`src/hdl/htar_pkg.sv`:
```
// Package: command, result and slot types shared by the hashed table design.
`default_nettype none
package htar_pkg;

  typedef enum logic [1:0] {
    KIND_STORE  = 2'd0,
    KIND_PROBE  = 2'd1,
    KIND_SEARCH = 2'd2,
    KIND_CLEAR  = 2'd3
  } kind_e;

  typedef enum logic [2:0] {
    OUT_EMPTY   = 3'd0,
    OUT_REFRESH = 3'd1,
    OUT_STALE   = 3'd2,
    OUT_DEPTH   = 3'd3,
    OUT_REJECT  = 3'd4,
    OUT_NONE    = 3'd5
  } outcome_e;

  typedef enum logic [2:0] {
    ST_IDLE,
    ST_CLEAR,
    ST_DIV,
    ST_READ,
    ST_CALC,
    ST_EVAL
  } state_e;

  typedef enum logic {
    REG_ENTRIES = 1'b0,
    REG_WEIGHT  = 1'b1
  } reg_idx_e;

  localparam int unsigned KeyW  = 64;
  localparam int unsigned CfgW  = 17;
  localparam int unsigned FLAG_EXACT = 0;

  typedef struct packed {
    kind_e              kind;
    logic [63:0]        key;
    logic signed [15:0] score;
    logic signed [15:0] search_depth;
    logic [1:0]         bound_flag;
    logic [15:0]        best_move;
  } req_t;

  typedef struct packed {
    logic               hit;
    logic signed [15:0] entry_score;
    logic signed [15:0] entry_depth;
    logic [1:0]         entry_flag;
    logic [15:0]        entry_move;
    logic [7:0]         entry_age;
    outcome_e           outcome;
  } res_t;

  typedef struct packed {
    logic signed [15:0] score;
    logic signed [15:0] depth;
    logic [1:0]         flag;
    logic [15:0]        move;
    logic [7:0]         age;
  } slot_t;

endpackage
`default_nettype wire

```
`src/hdl/htar_mod.sv`:
```
// Iterative remainder unit: 64-bit key modulo slot count, one bit per cycle.
`default_nettype none
module htar_mod #(
  parameter int unsigned NW = 17
) (
  input  wire logic          clk_i,
  input  wire logic          rst_ni,
  input  wire logic          start_i,
  input  wire logic [63:0]   dividend_i,
  input  wire logic [NW-1:0] divisor_i,
  output logic               done_o,
  output logic [NW-1:0]      rem_o
);

  localparam int unsigned CW = $clog2(htar_pkg::KeyW);

  logic          run_q, run_d;
  logic          done_q, done_d;
  logic [CW-1:0] cnt_q, cnt_d;
  logic [63:0]   dvd_q, dvd_d;
  logic [NW-1:0] rem_q, rem_d;
  logic [NW-1:0] div_q, div_d;
  logic [NW:0]   trial, diff;

  always_comb begin
    trial  = {rem_q, dvd_q[63]};
    diff   = trial - {1'b0, div_q};
    run_d  = run_q;
    done_d = 1'b0;
    cnt_d  = cnt_q;
    dvd_d  = dvd_q;
    rem_d  = rem_q;
    div_d  = div_q;
    if (start_i) begin
      run_d = 1'b1;
      cnt_d = '0;
      dvd_d = dividend_i;
      rem_d = '0;
      div_d = divisor_i;
    end else if (run_q) begin
      // restoring step: remainder stays below the divisor
      rem_d = (trial >= {1'b0, div_q}) ? diff[NW-1:0] : trial[NW-1:0];
      dvd_d = {dvd_q[62:0], 1'b0};
      cnt_d = cnt_q + 1'b1;
      if (cnt_q == CW'(htar_pkg::KeyW - 1)) begin
        run_d  = 1'b0;
        done_d = 1'b1;
      end
    end
  end

  always_ff @(posedge clk_i or negedge rst_ni) begin
    if (!rst_ni) begin
      run_q  <= 1'b0;
      done_q <= 1'b0;
      cnt_q  <= '0;
    end else begin
      run_q  <= run_d;
      done_q <= done_d;
      cnt_q  <= cnt_d;
    end
  end

  always_ff @(posedge clk_i) begin
    dvd_q <= dvd_d;
    rem_q <= rem_d;
    div_q <= div_d;
  end

  assign done_o = done_q;
  assign rem_o  = rem_q;

endmodule
`default_nettype wire

```
`config.mk`:
```
export PLATFORM = sky130hd
export DESIGN_NAME = htar_mod
export DESIGN_NICKNAME = d
export VERILOG_FILES = /design/src/hdl/htar_pkg.sv /design/src/hdl/htar_mod.sv
export SDC_FILE = /design/constraint.sdc
export NUM_CORES = 1
export LEC_CHECK = 0
export BUFFER_PORTS_ARGS = -buffer_cell sky130_fd_sc_hd__buf_2
export CAP_MARGIN = 30
export CORE_MARGIN = 5
export CORE_UTILIZATION = 50
export CTS_CLUSTER_DIAMETER = 150
export DETAILED_ROUTE_END_ITERATION = 8
export PLACE_DENSITY_LB_ADDON = 0.12
export SYNTH_ARGS = -nofsm -noshare
export SYNTH_HDL_FRONTEND = slang
export SYNTH_SLANG_ARGS = --single-unit
export TNS_END_PERCENT = 100
```
`constraint.sdc`:
```
create_clock -name clk_i -period 2.7 [get_ports clk_i]
set_clock_uncertainty 0.1 [all_clocks]
set_input_delay 0.54 -clock clk_i [delete_from_list [all_inputs] [get_ports clk_i]]
set_output_delay 0.54 -clock clk_i [all_outputs]
set_load 0.1 [all_outputs]
```
# [Yosys cells after proc, flatten, opt, wreduce, memory -nomap -nowiden]
# Cells that the tools add are included.
[word_totals] inputBits=84 wordCells=22 register_bits=106 output_inout_bits=18
[op_classes] magnitude_cmp=1 eq_ne=1 add_sub_neg=2 n_reduce_logical=1 mux=11
[op_table] cell="64-bit 2-to-1 mux" count=2
[op_table] cell="18-bit by 17-bit >= comparator with 1-bit output" count=1
[op_table] cell="17-bit 2-to-1 mux" count=1
[op_table] cell="17-bit subtractor" count=1
[op_table] cell="6-bit 2-to-1 mux" count=2
[op_table] cell="6-bit by 1-bit adder with 6-bit output, second input constant" count=1
[op_table] cell="6-bit == test, second input constant" count=1
[op_table] cell="1-bit 2-to-1 mux" count=6
[op_table] cell="2-bit nonzero test" count=1

# [Longest topological paths before layout]
[logic_depth] depth_word=4 mapped_depth=12 depth_no_buf=10

# [Least setup slack after synthesis]
# OpenSTA, ideal clock, no wires.
[synth_timing] kind="reg-to-reg" start="reg rem_q[3], in the netlist rem_o[3]" end="reg rem_q[2], in the netlist rem_o[2]" n_path_buf=1 t_required_ps=2481 path_stages_with_launch=9 setup_ps=119 period_less_slack_ps=3135 path_slack_ps=-435 arrival_ps=2916 path_cell_list="dfxtp_1 > ha_1 > a21o_1 > a221oi_2 > o21ai_2 > and3_4 > buf_6 > or3_1 > a32o_1"
[synth_via] elab_chain_len=2
[synth_lines] item="start: declaration" line="htar_mod.sv:21" rtl="logic [NW-1:0] rem_q, rem_d;"
[synth_lines] item="start signal: assignment" line="htar_mod.sv:66" rtl="rem_q <= rem_d;"
[synth_lines] item="18-bit by 17-bit >= comparator with 1-bit output" line="htar_mod.sv:42" rtl="rem_d = (trial >= {1'b0, div_q}) ? diff[NW-1:0] : trial[NW-1:0];"
[synth_lines] item="17-bit 2-to-1 mux" line="htar_mod.sv:42"
# No other way between the ends.
# A chain may end at the register's enable or synchronous reset.

# [Worst setup path after layout]
[layout_timing] start="reg div_q[13]" end="reg rem_q[10], in the netlist rem_o[10]"
[layout_via] elab_chain_len=2
[layout_lines] item="start: declaration" line="htar_mod.sv:22" rtl="logic [NW-1:0] div_q, div_d;"
[layout_lines] item="start signal: assignment" line="htar_mod.sv:67" rtl="div_q <= div_d;"
[layout_lines] item="18-bit by 17-bit >= comparator with 1-bit output" line="htar_mod.sv:42"
[layout_lines] item="17-bit 2-to-1 mux" line="htar_mod.sv:42"
# No other way between the ends.

==> run summary <==
LOGIC SYNTHESIS
--------------------------------------------------------------------------------------
Average cell area after synthesis .......................................    12.7 um^2
Share of flip-flops with an asynchronous set or reset ...................        7.55%
Mapped Cells ............................................................          418
Warnings from Yosys .....................................................            0
Mapped Area .............................................................    5320 um^2
Syn_nets ................................................................          521
Most used flip-flop cell after synthesis ................................     edfxtp_1
Number of distinct standard cells referenced by the synthesized netlist .           60
Sequential cell area fraction in the yosys report .......................        55.9%
Number of storage elements in the synthesis netlist .....................          106
Number of synthesized flops with an enable pin ..........................           81

ROUTE
--------------------------------------------------------------------------------------
Number of DRC violations after detailed routing .........................            0
Routed len/inst .........................................................      16.9 um
Vias ....................................................................         3768
Wire length after detailed routing ......................................      11.7 mm
DR iter-0 viols .........................................................          132
Number of iterations in the first detailed-routing pass .................            4
Antenna-violating nets left .............................................            0
Vias per inst ...........................................................         5.42

CLOCK TREE
--------------------------------------------------------------------------------------
CTS tree ................................................................        built
CTS Root Cell ...........................................................     clkbuf_8
Clock H-tree levels .....................................................            3
Number of buffers between clock root and the deepest sink ...............            2
Clk pin slew, worst setup/hold paths ....................................       100 ps
Clock latency reported for the late side of the worst-skew pair .........       370 ps
TritonCTS buffer count ..................................................            9
Clock net sink count ....................................................          106

PLACED DESIGN
--------------------------------------------------------------------------------------
Count of buffers inserted at the top-level ports ........................          101
Global placement routability congestion .................................        0.888
Sum of net half-perimeters after detailed placement .....................      8.39 mm

FLOORPLAN
--------------------------------------------------------------------------------------
Standard-cell row count .................................................           37
Vert. Die Dim ...........................................................       113 um
I/O Pins ................................................................          102
Overall die width .......................................................       113 um
Floorplan core area .....................................................   10400 um^2
Die Area ................................................................   12800 um^2
Initial Util ............................................................        51.3%

SETUP PATH
--------------------------------------------------------------------------------------
Worst path slowest cell .................................................    a2111oi_4
CP startpoint kind ......................................................         flop
Crit path max-delay family .............................................. compound AO/OA/AOI/OAI gates
Worst EP required .......................................................      2920 ps
Crit. End Element .......................................................         flop
Combined buffer and inverter count along the critical path ..............            3
Longest individual stage delay on the worst path ........................       500 ps
Cell-by-cell listing of the critical path ............................... inv_1 -> ha_1 -> a21oi_2 -> o21ai_2 -> a2111oi_4 -> o41ai_4 -> buf_4 -> buf_4 -> o41ai_1 -> a31o_1
Worst-path maximum fanout ...............................................            5
Cell mode on critical path ..............................................        buf_4
Arrival time at the worst endpoint ......................................      2870 ps
CP Class ................................................................   reg -> reg

STATUS
--------------------------------------------------------------------------------------
Status .................................................................. finished, final reports clean

TIMING
--------------------------------------------------------------------------------------
Final period demand of the worst path ...................................      2650 ps
Headroom to the max-slew limit ..........................................        52.6%
Worst-Margin Slew .......................................................       709 ps
Period utilisation layout ...............................................        98.1%
Final-report hold violation count .......................................            0
Max Fclk ................................................................      378 MHz
Max-slew violation count ................................................            0
Unrepaired setup endpoints after global routing .........................          yes
Final setup violation count .............................................            0

MIN PATH
--------------------------------------------------------------------------------------
Class of the most critical hold timing path .............................    in -> reg

GLOBAL ROUTING
--------------------------------------------------------------------------------------
Global-route usage over all layers ......................................        18.5%
Maximum number of pins on one net before global-route repair ............           65
Number of antenna violations at the first check in global routing .......            0
Global-route wire length before repair ..................................      18.9 mm
Via count of the first global-routing pass ..............................         3968
Total grt overflow ......................................................            0

FINAL LAYOUT
--------------------------------------------------------------------------------------
Final Util ..............................................................        63.3%
Commonest cells after routing, fill and taps aside ...................... 100 x buf_2, 81 x edfxtp_1, 64 x mux2_2
Number of antenna cells inserted ........................................            0
Nets ....................................................................          657
Most common cell after layout, fill and taps aside ......................        buf_2
Syn-to-layout area delta ................................................        23.4%
Share of cells above drive strength 1 ...................................        46.2%

JOB
--------------------------------------------------------------------------------------
Count of maximum capacitance violations .................................            0

POWER
--------------------------------------------------------------------------------------
Power density over cell area ............................................  828 nW/um^2
Overall power consumption ...............................................      5440 uW
VDD IR max ..............................................................   0.000419 V
Lkg Pwr .................................................................   0.00282 uW

## timing repair
action | in CTS | in global routing
gates resized for setup | 4 | 13
pin swaps | 3 | 10
setup endpoints to repair | 5 | 16
hold buffers | 1 | 0
cloned | 1 | 0
endpoints found under the hold margin | 8 | 0
setup buffers | 1 | 4
## worst paths after layout
path	slack, ps	cells past startpoint	to	from
max	50	10	rem_o[10]$_SDFFE_PP0P_	div_q[13]$_DFFE_PP_
min	240	1	div_q[16]$_DFFE_PP_	divisor_i[16]
max reg2reg	50	10	rem_o[10]$_SDFFE_PP0P_	div_q[13]$_DFFE_PP_
max in group asynchronous	1910	2	cnt_q[0]$_DFFE_PN0P_	rst_ni
min reg2reg	400	2	rem_o[8]$_SDFFE_PP0P_	rem_o[8]$_SDFFE_PP0P_
min in group asynchronous	420	2	cnt_q[3]$_DFFE_PN0P_	rst_ni
## synth_stat cells, drive strengths merged, types with 6 or more instances
| master | instances | area share [%] |
|---|---|---|
| clkbuf | 13 | 0.92 |
| xnor2 | 8 | 1.3 |
| nand2 | 32 | 2.3 |
| nand4 | 7 | 0.82 |
| inv | 23 | 1.6 |
| xor2 | 8 | 1.3 |
| edfxtp | 81 | 46 |
| dfrtp | 8 | 3.8 |
| nand3 | 7 | 0.75 |
| buf | 6 | 0.85 |
| mux2 | 64 | 14 |
| dfxtp | 17 | 6.4 |
| o21ai | 12 | 1.2 |
| ha | 18 | 4.2 |
| nor2 | 20 | 1.4 |
| a21oi | 19 | 1.9 |
## per-layer routing
| layer | share of wire (%) | GRT usage [%] | vias to the layer above |
|---|---|---|---|
| li1 | - | - | 1845 |
| met5 | 0 | 0 | - |
| met3 | 6.6 | 6.74 | 8 |
| met1 | 43 | 23.0 | 1830 |
| met2 | 49 | 30.8 | 85 |
| met4 | 1.0 | 4.73 | 0 |
## registers in the layout (all words and copies together), names as in the netlist
signal and count:
dvd_q 64, div_q 17, rem_o 17, cnt_q 6, done_o 1, run_q 1
## power breakdown
group	switching [uW]	total, uW	leakage, uW	internal, uW
combinational	1440	2350	0.00163	915
clock	517	945	0.0000926	427
sequential	139	2140	0.00110	2000
total	2090	5440	0.00282	3340
## logic make-up (layout without fill, tap and decap cells)
logic type / Yosys count / count (layout) / share of synthesized area, %
adder cells (fa/ha/maj): 19 / 19 / 4.61
AND/OR/NAND/NOR: 95 / 96 / 8.96
buffers and inverters: 42 / 182 / 3.39
flip-flops: 106 / 106 / 55.9
multiplexers: 65 / 65 / 13.7
XOR/XNOR: 16 / 16 / 2.63
AO/OA/AOI/OAI: 75 / 75 / 10.8
## metrics by stage
step | hold WS, ps | std cells | TNS [ps] | worst slack, ps | area, um^2
2_1_floorplan | 144 | 418 | -8.68 | -8.68 | 5350
3_3_place_gp | 285 | 672 | 0 | 17.4 | 6240
3_5_place_dp | 290 | 672 | -140 | -77.4 | 6240
4_1_cts | 214 | 691 | -8.23 | -8.23 | 6470
5_1_grt | 206 | 695 | -310 | -67.8 | 6560
6_report | 236 | 695 | 0 | 51.4 | 6560
## area by class of cell
class	instances	area, um^2
Clock inverter	5	55.1
Inverter	23	90.1
Clock buffer	11	131
Multi-Input combinational cell	271	2250
Timing Repair Buffer	143	865
Fill cell	870	3810
Sequential cell	106	3000
Tap cell	136	170
Note: power is estimated with default switching activity, not from simulation.
